--- src/rtl/dab_pkg.sv ---
// Shared types and constants for the dual-arena bump allocator.
// Holds field widths, operation and register codes, reset values and the
// command/status structs that join controller and datapath. No dependencies.
`default_nettype none

package dab_pkg;

  // Default sizing handed to the top-level parameters
  localparam int DEF_SLOT_COUNT   = 64;
  localparam int DEF_ADDRESS_BITS = 26;

  // Stream item field widths
  localparam int OP_W         = 3;
  localparam int SIZE_W       = 26;
  localparam int SLOT_FIELD_W = 6;
  localparam int SLOT_FIELD_N = 1 << SLOT_FIELD_W;
  localparam int FIELD_W      = 26;

  // Packed bus widths (rounded up to whole bytes)
  localparam int S_TDATA_W = 40;
  localparam int M_TDATA_W = 56;

  // Configuration port widths
  localparam int CFG_IDX_W  = 3;
  localparam int CFG_DATA_W = 32;

  // Bump pointers live in the first two slot table entries
  localparam int LARGE_PTR_IDX = 0;
  localparam int FAST_PTR_IDX  = 1;

  // Request sizes are rounded up to a multiple of this mask plus one
  localparam int SIZE_ALIGN_MASK = 3;

  // Register reset values (truncated to the address width where used)
  localparam logic [31:0] FAST_BASE_RST       = 32'h0300_0000;
  localparam logic [31:0] LARGE_BASE_RST      = 32'h0200_0000;
  localparam logic [31:0] FAST_LIMIT_RST      = 32'h0300_7800;
  localparam logic [31:0] LARGE_LIMIT_RST     = 32'h0204_0000;
  localparam logic [31:0] FAST_REPORT_END_RST = 32'h0300_7800;

  // Operation codes; the remaining code is a no-op returning zeros
  typedef enum logic [OP_W-1:0] {
    OP_CLEAR       = 3'd0,
    OP_ALLOC_FAST  = 3'd1,
    OP_ALLOC_LARGE = 3'd2,
    OP_SLOT_FAST   = 3'd3,
    OP_SLOT_LARGE  = 3'd4,
    OP_FREE_FAST   = 3'd5,
    OP_FREE_LARGE  = 3'd6
  } op_e;

  // Configuration register indexes
  typedef enum logic [CFG_IDX_W-1:0] {
    CFG_FAST_BASE       = 3'd0,
    CFG_LARGE_BASE      = 3'd1,
    CFG_FAST_LIMIT      = 3'd2,
    CFG_LARGE_LIMIT     = 3'd3,
    CFG_FAST_REPORT_END = 3'd4
  } cfg_reg_e;

  // Controller to datapath commands
  typedef struct packed {
    logic accept;    // latch input item, start slot table read
    logic commit;    // apply state update and load the result register
    logic sweep_en;  // zero one slot table entry this cycle
  } dab_cmd_t;

  // Datapath to controller status
  typedef struct packed {
    logic out_free;    // result register can take a new result
    logic is_clear;    // item in flight is a clear
    logic sweep_last;  // sweep is at the final entry
  } dab_sts_t;

endpackage

`default_nettype wire

--- src/rtl/dual_arena_bump_allocator_unit.sv ---
// Dual-arena bump allocator, top level: dab_ctrl sequencer plus dab_datapath.
// Each input transfer latches the item and starts the slot table read; the result
// is registered once the result register is free, and no new item is taken before
// then. A clear then also zeroes the table, one entry a cycle, with s_tready low.
// Reset is asynchronous active low; afterward a full table sweep runs
// with s_tready low. Config writes are taken every cycle (cfg_ready_o high).
`default_nettype none

module dual_arena_bump_allocator_unit #(
  parameter int SLOT_COUNT   = dab_pkg::DEF_SLOT_COUNT,
  parameter int ADDRESS_BITS = dab_pkg::DEF_ADDRESS_BITS
) (
  input  wire                            clk_i,
  input  wire                            rst_ni,
  // Request stream
  input  wire                            s_tvalid,
  output logic                           s_tready,
  // s_tdata: operation[2:0], request_size[28:3], slot_index[34:29], zeros above
  input  wire  [dab_pkg::S_TDATA_W-1:0]  s_tdata,
  // Result stream
  output logic                           m_tvalid,
  input  wire                            m_tready,
  // m_tdata: granted_address[25:0], no_space[26], free_bytes[52:27], zeros above
  output logic [dab_pkg::M_TDATA_W-1:0]  m_tdata,
  // Configuration write channel
  input  wire                            cfg_valid_i,
  output logic                           cfg_ready_o,
  input  wire  [dab_pkg::CFG_IDX_W-1:0]  cfg_index_i,
  input  wire  [dab_pkg::CFG_DATA_W-1:0] cfg_data_i
);

  dab_pkg::dab_cmd_t cmd;
  dab_pkg::dab_sts_t sts;

  assign cfg_ready_o = 1'b1;

  // Sequencer
  dab_ctrl u_ctrl (
    .clk_i    (clk_i),
    .rst_ni   (rst_ni),
    .s_tvalid (s_tvalid),
    .s_tready (s_tready),
    .sts_i    (sts),
    .cmd_o    (cmd)
  );

  // Datapath
  dab_datapath #(
    .SLOT_COUNT   (SLOT_COUNT),
    .ADDRESS_BITS (ADDRESS_BITS)
  ) u_datapath (
    .clk_i       (clk_i),
    .rst_ni      (rst_ni),
    .cmd_i       (cmd),
    .sts_o       (sts),
    .s_tdata     (s_tdata),
    .m_tvalid    (m_tvalid),
    .m_tready    (m_tready),
    .m_tdata     (m_tdata),
    .cfg_valid_i (cfg_valid_i & cfg_ready_o),
    .cfg_index_i (cfg_index_i),
    .cfg_data_i  (cfg_data_i)
  );

endmodule

`default_nettype wire

--- src/rtl/dab_ctrl.sv ---
// Sequencing controller for the dual-arena bump allocator.
// One-hot state machine issuing accept/commit/sweep commands to dab_datapath.
// Depends on dab_pkg for the command and status structs.
`default_nettype none

module dab_ctrl (
  input  wire               clk_i,
  input  wire               rst_ni,
  input  wire               s_tvalid,
  output logic              s_tready,
  input  dab_pkg::dab_sts_t sts_i,
  output dab_pkg::dab_cmd_t cmd_o
);

  typedef enum logic [2:0] {
    ST_IDLE  = 3'b001,
    ST_EXEC  = 3'b010,
    ST_SWEEP = 3'b100
  } state_e;

  state_e state_q, state_d;

  // Next state and command decode
  always_comb begin
    state_d      = state_q;
    s_tready     = 1'b0;
    cmd_o        = '0;
    case (state_q)
      ST_IDLE: begin
        s_tready = 1'b1;
        if (s_tvalid) begin
          cmd_o.accept = 1'b1;
          state_d      = ST_EXEC;
        end
      end
      ST_EXEC: begin
        // hold until the result register is free
        if (sts_i.out_free) begin
          cmd_o.commit = 1'b1;
          state_d      = sts_i.is_clear ? ST_SWEEP : ST_IDLE;
        end
      end
      ST_SWEEP: begin
        cmd_o.sweep_en = 1'b1;
        if (sts_i.sweep_last) begin
          state_d = ST_IDLE;
        end
      end
      default: begin
        state_d = ST_SWEEP;
      end
    endcase
  end

  // State register; reset starts with a table sweep
  always_ff @(posedge clk_i or negedge rst_ni) begin
    if (!rst_ni) begin
      state_q <= ST_SWEEP;
    end else begin
      state_q <= state_d;
    end
  end

  // An accepted item blocks further input until it is done
  a_accept_blocks: assert property (@(posedge clk_i) disable iff (!rst_ni)
    cmd_o.accept |=> !s_tready)
    else $error("input taken while an item is in flight");

  // A committed clear is followed by the table sweep
  a_clear_sweeps: assert property (@(posedge clk_i) disable iff (!rst_ni)
    (cmd_o.commit && sts_i.is_clear) |=> cmd_o.sweep_en)
    else $error("clear did not start the slot table sweep");

endmodule

`default_nettype wire

--- src/rtl/dab_datapath.sv ---
// Datapath for the dual-arena bump allocator: config registers, bump
// pointers, slot table memory, allocation arithmetic and result register.
// Depends on dab_pkg; driven by dab_ctrl commands.
`default_nettype none

module dab_datapath #(
  parameter int SLOT_COUNT   = dab_pkg::DEF_SLOT_COUNT,
  parameter int ADDRESS_BITS = dab_pkg::DEF_ADDRESS_BITS
) (
  input  wire                               clk_i,
  input  wire                               rst_ni,
  input  dab_pkg::dab_cmd_t                 cmd_i,
  output dab_pkg::dab_sts_t                 sts_o,
  input  wire  [dab_pkg::S_TDATA_W-1:0]     s_tdata,
  output logic                              m_tvalid,
  input  wire                               m_tready,
  output logic [dab_pkg::M_TDATA_W-1:0]     m_tdata,
  input  wire                               cfg_valid_i,
  input  wire  [dab_pkg::CFG_IDX_W-1:0]     cfg_index_i,
  input  wire  [dab_pkg::CFG_DATA_W-1:0]    cfg_data_i
);

  localparam int SLOT_W  = $clog2(SLOT_COUNT);
  localparam int RSIZE_W = dab_pkg::SIZE_W + 1;
  localparam int SUM_W   = ((ADDRESS_BITS > RSIZE_W) ? ADDRESS_BITS : RSIZE_W) + 1;
  localparam int WIDE_W  = (ADDRESS_BITS > dab_pkg::FIELD_W) ? ADDRESS_BITS
                                                             : dab_pkg::FIELD_W;
  localparam int OP_LO   = 0;
  localparam int SIZE_LO = OP_LO + dab_pkg::OP_W;
  localparam int SLOT_LO = SIZE_LO + dab_pkg::SIZE_W;
  localparam int PAD_W   = dab_pkg::M_TDATA_W - 2 * dab_pkg::FIELD_W - 1;

  typedef logic [ADDRESS_BITS-1:0] addr_t;

  // Input field unpack
  logic [dab_pkg::OP_W-1:0]         in_op;
  logic [dab_pkg::SIZE_W-1:0]       in_size;
  logic [dab_pkg::SLOT_FIELD_W-1:0] in_slot;
  logic [RSIZE_W-1:0]               in_rsize;
  logic [SLOT_W-1:0]                in_slot_red;

  assign in_op    = s_tdata[SIZE_LO-1:OP_LO];
  assign in_size  = s_tdata[SLOT_LO-1:SIZE_LO];
  assign in_slot  = s_tdata[SLOT_LO+dab_pkg::SLOT_FIELD_W-1:SLOT_LO];
  assign in_rsize = (RSIZE_W'(in_size) + RSIZE_W'(dab_pkg::SIZE_ALIGN_MASK))
                  & ~RSIZE_W'(dab_pkg::SIZE_ALIGN_MASK);

  // Slot index reduced modulo the table depth through a constant table
  logic [SLOT_W-1:0] slot_map [dab_pkg::SLOT_FIELD_N];
  for (genvar g = 0; g < dab_pkg::SLOT_FIELD_N; g++) begin : g_slot_map
    localparam int unsigned Red = g % SLOT_COUNT;
    assign slot_map[g] = SLOT_W'(Red);
  end
  assign in_slot_red = slot_map[in_slot];

  // Configuration registers
  addr_t fast_base_q, large_base_q, fast_limit_q, large_limit_q, fast_rend_q;
  addr_t cfg_val;
  assign cfg_val = cfg_data_i[ADDRESS_BITS-1:0];

  always_ff @(posedge clk_i or negedge rst_ni) begin
    if (!rst_ni) begin
      fast_base_q   <= dab_pkg::FAST_BASE_RST[ADDRESS_BITS-1:0];
      large_base_q  <= dab_pkg::LARGE_BASE_RST[ADDRESS_BITS-1:0];
      fast_limit_q  <= dab_pkg::FAST_LIMIT_RST[ADDRESS_BITS-1:0];
      large_limit_q <= dab_pkg::LARGE_LIMIT_RST[ADDRESS_BITS-1:0];
      fast_rend_q   <= dab_pkg::FAST_REPORT_END_RST[ADDRESS_BITS-1:0];
    end else if (cfg_valid_i) begin
      case (cfg_index_i)
        dab_pkg::CFG_FAST_BASE:       fast_base_q   <= cfg_val;
        dab_pkg::CFG_LARGE_BASE:      large_base_q  <= cfg_val;
        dab_pkg::CFG_FAST_LIMIT:      fast_limit_q  <= cfg_val;
        dab_pkg::CFG_LARGE_LIMIT:     large_limit_q <= cfg_val;
        dab_pkg::CFG_FAST_REPORT_END: fast_rend_q   <= cfg_val;
        default: ;
      endcase
    end
  end

  // Item registers, loaded on accept
  logic [dab_pkg::OP_W-1:0] op_q;
  logic [RSIZE_W-1:0]       size_q;
  logic [SLOT_W-1:0]        slot_q;

  always_ff @(posedge clk_i) begin
    if (cmd_i.accept) begin
      op_q   <= in_op;
      size_q <= in_rsize;
      slot_q <= in_slot_red;
    end
  end

  // Slot table memory with registered read
  addr_t             mem_q [SLOT_COUNT];
  addr_t             rdata_q;
  logic              mem_we;
  logic [SLOT_W-1:0] mem_waddr;
  addr_t             mem_wdata;

  always_ff @(posedge clk_i) begin
    if (mem_we) begin
      mem_q[mem_waddr] <= mem_wdata;
    end
  end

  always_ff @(posedge clk_i) begin
    if (cmd_i.accept) begin
      rdata_q <= mem_q[in_slot_red];
    end
  end

  // Bump pointers
  addr_t fast_ptr_q, fast_ptr_d, large_ptr_q, large_ptr_d;

  // Operation decode
  logic is_clear, is_alloc, is_slot, fast_first, is_free_fast, is_free_large;

  always_comb begin
    is_clear      = 1'b0;
    is_alloc      = 1'b0;
    is_slot       = 1'b0;
    fast_first    = 1'b0;
    is_free_fast  = 1'b0;
    is_free_large = 1'b0;
    case (op_q)
      dab_pkg::OP_CLEAR:       is_clear = 1'b1;
      dab_pkg::OP_ALLOC_FAST:  begin is_alloc = 1'b1; fast_first = 1'b1; end
      dab_pkg::OP_ALLOC_LARGE: is_alloc = 1'b1;
      dab_pkg::OP_SLOT_FAST:   begin is_slot = 1'b1; fast_first = 1'b1; end
      dab_pkg::OP_SLOT_LARGE:  is_slot = 1'b1;
      dab_pkg::OP_FREE_FAST:   is_free_fast = 1'b1;
      dab_pkg::OP_FREE_LARGE:  is_free_large = 1'b1;
      default: ;
    endcase
  end

  // Allocation arithmetic at full width, both arenas in parallel
  logic [SUM_W-1:0] fast_sum, large_sum;
  logic             fast_ok, large_ok, use_fast, use_large, alloc_ok;
  logic             slot_is_large, slot_is_fast, slot_hit, do_alloc, slot_wr;
  addr_t            stored, alloc_addr;

  assign fast_sum  = SUM_W'(fast_ptr_q) + SUM_W'(size_q);
  assign large_sum = SUM_W'(large_ptr_q) + SUM_W'(size_q);
  assign fast_ok   = fast_sum < SUM_W'(fast_limit_q);
  assign large_ok  = large_sum < SUM_W'(large_limit_q);

  assign use_fast  = fast_first ? fast_ok : (!large_ok && fast_ok);
  assign use_large = fast_first ? (!fast_ok && large_ok) : large_ok;
  assign alloc_ok  = use_fast || use_large;
  assign alloc_addr = use_fast ? fast_ptr_q : (use_large ? large_ptr_q : '0);

  // Slot lookup: the first two entries are the bump pointers
  assign slot_is_large = slot_q == SLOT_W'(dab_pkg::LARGE_PTR_IDX);
  assign slot_is_fast  = slot_q == SLOT_W'(dab_pkg::FAST_PTR_IDX);
  assign stored   = slot_is_large ? large_ptr_q : (slot_is_fast ? fast_ptr_q : rdata_q);
  assign slot_hit = is_slot && (stored != '0);
  assign do_alloc = is_alloc || (is_slot && (stored == '0));
  assign slot_wr  = is_slot && (stored == '0) && alloc_ok;

  // Pointer update; a slot write to a pointer entry overrides the bump
  always_comb begin
    fast_ptr_d  = fast_ptr_q;
    large_ptr_d = large_ptr_q;
    if (cmd_i.commit) begin
      if (is_clear) begin
        fast_ptr_d  = fast_base_q;
        large_ptr_d = large_base_q;
      end else if (do_alloc) begin
        if (use_fast)  fast_ptr_d  = fast_sum[ADDRESS_BITS-1:0];
        if (use_large) large_ptr_d = large_sum[ADDRESS_BITS-1:0];
        if (slot_wr && slot_is_fast)  fast_ptr_d  = alloc_addr;
        if (slot_wr && slot_is_large) large_ptr_d = alloc_addr;
      end
    end
  end

  always_ff @(posedge clk_i or negedge rst_ni) begin
    if (!rst_ni) begin
      fast_ptr_q  <= '0;
      large_ptr_q <= '0;
    end else begin
      fast_ptr_q  <= fast_ptr_d;
      large_ptr_q <= large_ptr_d;
    end
  end

  // Sweep counter walks the whole table writing zeros
  logic [SLOT_W-1:0] sweep_cnt_q, sweep_cnt_d;
  logic              sweep_last;

  assign sweep_last = sweep_cnt_q == SLOT_W'(SLOT_COUNT - 1);

  always_comb begin
    sweep_cnt_d = sweep_cnt_q;
    if (cmd_i.sweep_en) begin
      sweep_cnt_d = sweep_last ? '0 : sweep_cnt_q + SLOT_W'(1);
    end
  end

  always_ff @(posedge clk_i or negedge rst_ni) begin
    if (!rst_ni) begin
      sweep_cnt_q <= '0;
    end else begin
      sweep_cnt_q <= sweep_cnt_d;
    end
  end

  // Memory write port: sweep or slot record
  assign mem_we    = cmd_i.sweep_en
                  || (cmd_i.commit && slot_wr && !slot_is_fast && !slot_is_large);
  assign mem_waddr = cmd_i.sweep_en ? sweep_cnt_q : slot_q;
  assign mem_wdata = cmd_i.sweep_en ? '0 : alloc_addr;

  // Result fields
  addr_t                       res_addr, res_free;
  logic                        res_ns;
  logic [WIDE_W-1:0]           addr_wide, free_wide;
  logic [dab_pkg::FIELD_W-1:0] addr_fld, free_fld;

  always_comb begin
    res_addr = '0;
    res_ns   = 1'b0;
    res_free = '0;
    if (slot_hit) begin
      res_addr = stored;
    end else if (do_alloc) begin
      res_addr = alloc_addr;
      res_ns   = !alloc_ok;
    end
    if (is_free_fast) begin
      res_free = (fast_rend_q > fast_ptr_q) ? fast_rend_q - fast_ptr_q : '0;
    end else if (is_free_large) begin
      res_free = (large_limit_q > large_ptr_q) ? large_limit_q - large_ptr_q : '0;
    end
  end

  assign addr_wide = WIDE_W'(res_addr);
  assign free_wide = WIDE_W'(res_free);
  assign addr_fld  = addr_wide[dab_pkg::FIELD_W-1:0];
  assign free_fld  = free_wide[dab_pkg::FIELD_W-1:0];

  // Result register
  logic                          out_valid_q, out_valid_d;
  logic [dab_pkg::M_TDATA_W-1:0] out_data_q;

  always_comb begin
    out_valid_d = out_valid_q;
    if (cmd_i.commit) begin
      out_valid_d = 1'b1;
    end else if (m_tready) begin
      out_valid_d = 1'b0;
    end
  end

  always_ff @(posedge clk_i or negedge rst_ni) begin
    if (!rst_ni) begin
      out_valid_q <= 1'b0;
    end else begin
      out_valid_q <= out_valid_d;
    end
  end

  always_ff @(posedge clk_i) begin
    if (cmd_i.commit) begin
      out_data_q <= {PAD_W'(0), free_fld, res_ns, addr_fld};
    end
  end

  assign m_tvalid = out_valid_q;
  assign m_tdata  = out_data_q;

  // Status to controller
  assign sts_o.out_free   = !out_valid_q || m_tready;
  assign sts_o.is_clear   = is_clear;
  assign sts_o.sweep_last = sweep_last;

  // A commit never overwrites an untaken result
  a_no_overwrite: assert property (@(posedge clk_i) disable iff (!rst_ni)
    cmd_i.commit |-> (!out_valid_q || m_tready))
    else $error("result register overwritten before transfer");

  // A failed request always reports address zero
  a_fail_zero: assert property (@(posedge clk_i) disable iff (!rst_ni)
    (m_tvalid && m_tdata[dab_pkg::FIELD_W]) |-> (m_tdata[dab_pkg::FIELD_W-1:0] == '0))
    else $error("no_space result with nonzero address");

endmodule

`default_nettype wire
--- config.mk ---
export PLATFORM = sky130hd
export DESIGN_NAME = dual_arena_bump_allocator_unit
export DESIGN_NICKNAME = d
export VERILOG_FILES = /design/src/rtl/dab_pkg.sv /design/src/rtl/dual_arena_bump_allocator_unit.sv /design/src/rtl/dab_ctrl.sv /design/src/rtl/dab_datapath.sv
export SDC_FILE = /design/constraint.sdc
export NUM_CORES = 2
export LEC_CHECK = 0
export BUFFER_PORTS_ARGS = -buffer_cell sky130_fd_sc_hd__buf_4
export CORE_UTILIZATION = 54
export CTS_BUF_LIST = sky130_fd_sc_hd__clkbuf_16
export DETAILED_ROUTE_END_ITERATION = 12
export PLACE_DENSITY_LB_ADDON = 0.3
export SYNTH_ARGS = -nofsm -noshare
export SYNTH_HDL_FRONTEND = slang
export SYNTH_SLANG_ARGS = --single-unit
--- constraint.sdc ---
create_clock -name clk_i -period 10.4 [get_ports clk_i]
set_clock_uncertainty 0.05 [all_clocks]
set_input_delay 2.08 -clock clk_i [delete_from_list [all_inputs] [get_ports clk_i]]
set_output_delay 2.08 -clock clk_i [all_outputs]
set_load 0.05 [all_outputs]
======== After elaboration in Yosys (flattened, before gate mapping) ========
Memory sizes are Yosys's and may differ from the RTL's. A register that Yosys moved wholly into a read port is not among the register bits.
Cells that the tools add are included.
storage, ports and cells
  bits in registers ....................... 279
  memory bits (writable) .................. 1664
  ROM bits ................................ 384
  input bits .............................. 80
  output and inout port bits .............. 59
  word-level logic and storage cells ...... 135
  memories kept ........................... 2
memory list
  memory            depth  bits a word  rd ports  clocked after Yosys merged registers in  write ports  line                source
  u_datapath.mem_q  64     26           1         1                                        1            dab_datapath.sv:94  addr_t mem_q [SLOT_COUNT];
  (no name shown)   64     6            1         0                                        0            dab_datapath.sv:54  assign in_slot_red = slot_map[in_slot];
cells by class
  add/subtract/negate cells ............... 6
  $lt $le $gt $ge ......................... 5
  equal/unequal tests ..................... 18
  multiplexer cells ....................... 46
  bitwise operators ....................... 2
  reduce and logical (&&, ||, !) cells .... 41
operator list
  operator                 count
  $mux W26                 19
  $add A26 B27 Y28         2
  $lt A28 B26 Y1           2
  $gt A26 B26 Y1           2
  $sub A26 B26 Y26         2
  $add A26 B2 Y27 const B  1
  $logic_not A26 Y1        1
  $reduce_bool A26 Y1      1
  $mux W6                  4
  $mux W1                  18
  $eq A3 B2 Y1 const B     5
  $eq A3 B3 Y1 const B     5
  $mux W3                  4
  $logic_and A1 B1 Y1      10
  $reduce_and A2 Y1        5
  $eq A3 B1 Y1 const B     3
  $pmux W3 S3              1
  $reduce_and A3 Y1        3
  $reduce_or A2 Y1         4
  $ge A7 B7 Y1 const B     1
  $not A6 Y7               1
  $add A6 B1 Y6 const B    1
  $eq A6 B1 Y1 const B     1
  $eq A6 B6 Y1 const B     1
  9 further kinds          21

======== Longest topological paths before layout ========
  depth in word-level cells ............... 13
  gate-level depth with buffers ........... 24

======== Hierarchy ========
From an unflattened synthesis, not the netlist that was laid out.
unflattened totals
  cells, all modules ...................... 4447
  area total of the unflattened synthesis .. 83239.8 µm²
by module, submodules not included
  module                          instances  cells each  area an instance (µm²)  seq. area each (µm²)
  dab_datapath                    1          4423        83017.1                 58112.0
  dab_ctrl                        1          22          211.5                   76.3
  dual_arena_bump_allocator_unit  1          2           11.3                    0.0

======== Worst setup path before layout ========
OpenSTA, ideal clock, no wires.
  kind .................................... input-to-reg
  from .................................... input port m_tready
  to ...................................... memory u_datapath.mem_q[32][0] (netlist bit), enable pin
  setup time .............................. 0.409 ns
  arrival time ............................ 8.340 ns
  required time ........................... 9.941 ns
  setup slack ............................. 1.602 ns
  cell stages on the path ................. 8
  path through ............................ nand2b_1 nor3b_1 nand2_1 or3_1 inv_1 a32o_1 nand2_1 nor2_1
RTL lines
  what                line                                  source
  start: declaration  dual_arena_bump_allocator_unit.sv:22  input wire m_tready,
  end: declaration    dab_datapath.sv:94

======== Final worst setup path ========
  from .................................... register u_datapath.fast_ptr_q[5]
  to ...................................... memory u_datapath.mem_q[36][12] (netlist bit), enable pin
on the way
  cells in the longest elaborated chain, start to end .. 13
RTL lines
  what                                 line                 source
  start: declaration                   dab_datapath.sv:113  addr_t fast_ptr_q, fast_ptr_d, large_ptr_q, large_ptr_d;
  start signal: assignment             dab_datapath.sv:183  fast_ptr_q <= fast_ptr_d;
  $add A26 B27 Y28                     dab_datapath.sv:143  assign fast_sum = SUM_W'(fast_ptr_q) + SUM_W'(size_q);
  $lt A28 B26 Y1                       dab_datapath.sv:145  assign fast_ok = fast_sum < SUM_W'(fast_limit_q);
  $logic_not A1 Y1                     dab_datapath.sv:149  assign use_large = fast_first ? (!fast_ok && large_ok) : large_ok;
  $logic_and A1 B1 Y1                  dab_datapath.sv:149
  $mux W1                              dab_datapath.sv:149
  $logic_or A1 B1 Y1                   dab_datapath.sv:150  assign alloc_ok = use_fast || use_large;
  $logic_and A1 B1 Y1 *                dab_datapath.sv:159  assign slot_wr = is_slot && (stored == '0) && alloc_ok;
  $logic_and A1 B1 Y1 * (3 in series)  dab_datapath.sv:211  || (cmd_i.commit && slot_wr && !slot_is_fast && !slot_is_large);
  $logic_or A1 B1 Y1 *                 dab_datapath.sv:211
  $mux W1 *                            dab_datapath.sv:101  if (mem_we) begin
  $mux W1 (implied by the code) *      dab_datapath.sv:102  mem_q[mem_waddr] <= mem_wdata;
Every way passes the cells marked *; elsewhere a longest branch is shown, timed or not.

==> results.txt <==
- Leading cell types by count after synthesis: sky130_fd_sc_hd__edfxtp_1, sky130_fd_sc_hd__mux4_2, sky130_fd_sc_hd__nor2_1
- Final Cycle Share: 73.82%
- Register bit count reported by yosys: 1969
* Violated checks: antenna violations
* Die boundary height: 394.0 um
- Pre-antenna DRT Iters: 5
* Maximum vdd ir drop: 0.0002135 V
- In this run the count of I/O pins placed on the die edge is 139.
- By instance count, the leading cell after synthesis is sky130_fd_sc_hd__edfxtp_1.
- Num CTS Buffers: 193
* Average instance area after synthesis: 18.76 sq um
* Number of enable-type register cells in the synthesized netlist: 1777
* Initial core utilization: 54.49%
- Mapped Cells: 4423
* Detailed-placement wirelength estimate: 124400 um
* Detail Route Antenna Nets: 1
* Via density per instance: 6.539
* Clock sink count: 1969
* Die area: 155200 sq um
- Across the run, the number of max-cap violations was 0.
- Clock tree buffer depth: 3
- For the pin with the worst max-slew slack, the measured transition is 1276 ps.
- Total length of routed wires: 213000 um
* Final max-slew violation count: 0
* Num rows: 143
- TritonCTS built the clock tree.
- The hold violation count in the final report was 0.
* Leakage Power: 29.44 nW
* Starting DRC count in detailed routing: 5101
- Sort of element at the end of the critical path: flip-flop
* Largest driver fanout on the critical path: 26
- Peak clock frequency supported by timing: 130.3 MHz
- Post-route setup TNS: 0 ps
- The net count of the finished layout is 4830.
- The total overflow left after global routing is 0.
- Clock latency reported for the late side of the worst-skew pair: 840 ps
- CTS Root Buffer Type: sky130_fd_sc_hd__clkbuf_16
- The initial antenna violation count came to 11.
- Cell area after synthesis: 82960 sq um
- Sequential element share of the synthesized area: 70.14%
- After synthesis, the netlist uses 91 different library cells.
* CP Data Required Time: 10790 ps
* Signed area change from the synthesized netlist to the final layout: 12.36%
- The synthesized design devotes to its leading area cell type 64.32% of total area.
- Entering global routing, the biggest net connects 157 pins.
- Setup repair after global routing missed its margin: false
- WL/cell: 31.37 um
* Setup crit start kind: flip-flop
- Worst slew margin: 12.75%
* Post-route DRC: 0
* Proportion of synthesized flip-flops having asynchronous set or reset: 9.751%
* Arrival time at the worst endpoint: 8070 ps
* Overall via count from detail_route: 44410
- The flow ran to the end, but the final reports show violations.
* Weighted congestion at the end of routability-driven global placement: 0.9524
- The die is 394.0 um wide.
* Quantity of hold-fixing buffers added after cts: 0
* Post-synthesis cell type with the largest combined area: sky130_fd_sc_hd__edfxtp_1
* Area of the placeable core: 152300 sq um
- Setup violations remaining at the end of the flow were counted as 0.
* I/O Buffers: 123
- Number of levels the H-tree was split into: 4
* Cells resized by post-CTS repair: 0
- Wire length of the first global-routing pass: 306800 um
- Clock transition at the register clock pins on the worst setup and hold paths after CTS: 70 ps
- The post-route netlist has 26.77% of its cells at a drive strength greater than 1.
* Power per cell area: 201.5 nW/um^2
* Top post-synthesis cells by area: sky130_fd_sc_hd__edfxtp_1, sky130_fd_sc_hd__mux4_2, sky130_fd_sc_hd__dfrtp_1, sky130_fd_sc_hd__ha_1, sky130_fd_sc_hd__mux2_2
- The worst setup path is of the reg2reg kind.
* Worst min-delay path class: reg2reg
- Via count of the first global-routing pass: 44420
- Setup Fix Bufs, Post-CTS: 0
* Post-route core utilization: 61.22%
* Post-route minimum period: 7678 ps
- For this run, the total global-route usage over all layers was measured as 27.53%.
- Number of warnings printed during yosys synthesis: 0
- Ys flop type: sky130_fd_sc_hd__edfxtp_1
[kinds of logic after synthesis]
logic type	Yosys count	synth area share [%]
AO/OA/AOI/OAI	603	4.966
adder cells (fa/ha/maj)	156	2.389
buffers and inverters	356	1.701
AND/OR/NAND/NOR	554	3.120
XOR/XNOR	112	1.182
multiplexers	671	16.49
other	2	0.009052
flip-flops	1969	70.14
[layout by cell type (no fill, tap or decap), types with 20 or more instances in the layout]
cell,count
sky130_fd_sc_hd__a21o_1,49
sky130_fd_sc_hd__a31oi_1,27
sky130_fd_sc_hd__nand3_1,32
sky130_fd_sc_hd__clkinv_1,37
sky130_fd_sc_hd__buf_4,174
sky130_fd_sc_hd__inv_1,186
sky130_fd_sc_hd__dfrtp_1,174
sky130_fd_sc_hd__xor2_1,44
sky130_fd_sc_hd__xnor2_1,68
sky130_fd_sc_hd__o21ai_0,128
sky130_fd_sc_hd__nor2_1,91
sky130_fd_sc_hd__nand2_1,169
sky130_fd_sc_hd__a22oi_1,20
sky130_fd_sc_hd__edfxtp_1,1777
sky130_fd_sc_hd__clkbuf_16,196
sky130_fd_sc_hd__nand4_1,24
sky130_fd_sc_hd__mux4_2,546
sky130_fd_sc_hd__nor2_4,91
sky130_fd_sc_hd__mux2_2,106
sky130_fd_sc_hd__a21oi_1,99
sky130_fd_sc_hd__clkinv_2,37
sky130_fd_sc_hd__o211ai_1,32
sky130_fd_sc_hd__o22ai_1,71
sky130_fd_sc_hd__nor4_1,20
sky130_fd_sc_hd__ha_1,152
[critical path, stage by stage, from the launching register on]
cell,delay (ps)
sky130_fd_sc_hd__dfrtp_1,480
sky130_fd_sc_hd__ha_1,420
sky130_fd_sc_hd__nand3_1,100
sky130_fd_sc_hd__o2111ai_1,450
sky130_fd_sc_hd__o21ai_0,220
sky130_fd_sc_hd__xnor2_1,290
sky130_fd_sc_hd__ha_1,300
sky130_fd_sc_hd__a2111oi_0,1070
sky130_fd_sc_hd__o21ai_1,160
sky130_fd_sc_hd__a211oi_1,560
sky130_fd_sc_hd__a2111oi_1,140
sky130_fd_sc_hd__buf_4,230
sky130_fd_sc_hd__o21a_1,220
sky130_fd_sc_hd__a41oi_4,270
sky130_fd_sc_hd__a21bo_4,380
sky130_fd_sc_hd__a32o_1,390
sky130_fd_sc_hd__nand2_1,490
sky130_fd_sc_hd__nor2_4,1060
[flip-flops by register name, indices dropped and copies added, names as in the netlist]
register / count
u_datapath.m_tvalid: 1
u_datapath.mem_q: 1664
u_ctrl.state_q: 3
u_datapath.size_q: 25
u_datapath.large_limit_q: 26
u_datapath.fast_rend_q: 26
u_datapath.sweep_cnt_q: 6
u_datapath.slot_q: 6
u_datapath.op_q: 3
u_datapath.fast_ptr_q: 26
u_datapath.m_tdata: 53
u_datapath.fast_limit_q: 26
u_datapath.fast_base_q: 26
u_datapath.large_ptr_q: 26
u_datapath.large_base_q: 26
u_datapath.rdata_q: 26
[layer usage]
metal,wire length (um),GRT usage [%],vias up,share of wire [%]
li1,-,-,18420,-
met1,82250,37.61,23210,39
met2,102900,43.98,2349,48
met3,19010,5.208,425,8.9
met4,8791,11.24,12,4.1
met5,76,0,-,0.036
[power by group]
part | switching, W | internal [W]
Combinational | 0.00149 | 0.000846
Clock | 0.00304 | 0.00387
Sequential | 0.000221 | 0.00933
Total | 0.00475 | 0.0140
[cell type report]
| cell class | count | area (sq um) |
|---|---|---|
| antenna | 7 | 17.52 |
| clock buffer | 196 | 4905 |
| clock inverter | 160 | 1389 |
| fill | 10470 | 59050 |
| inverter | 145 | 544.3 |
| multi-input combinational | 2100 | 24130 |
| sequential | 1969 | 58190 |
| tap | 2030 | 2540 |
| timing repair buffer | 185 | 1495 |
[through the flow]
stage	total power (W)	instance area, sq um	instances	setup slack (ps)	hold slack [ps]
2_1_floorplan	0.01106	82970	4425	1602	402.0
3_3_place_gp	0.01193	86900	6429	2966	413.1
3_5_place_dp	0.01201	86900	6429	2871	425.6
4_1_cts	0.01884	93200	6785	2903	441.6
5_1_grt	0.01931	93200	6786	2703	456.6
6_report	0.01879	93210	6792	2723	447.9
[worst paths after layout]
check	from	to	slack, ps	depth (start not counted)
max in group asynchronous	rst_ni	u_datapath.fast_limit_q[17]	7720	2
worst max register to register	u_datapath.fast_ptr_q[5]	u_datapath.mem_q[36][12]	2720	17
worst min register to register	u_datapath.fast_base_q[11]	u_datapath.fast_ptr_q[11]	450	2
worst max-delay path	u_datapath.fast_ptr_q[5]	u_datapath.mem_q[36][12]	2720	17
min in group asynchronous	rst_ni	u_ctrl.state_q[1]	1300	1
worst min-delay path	u_datapath.fast_base_q[11]	u_datapath.fast_ptr_q[11]	450	2
Power figures use the tool's default switching activity.
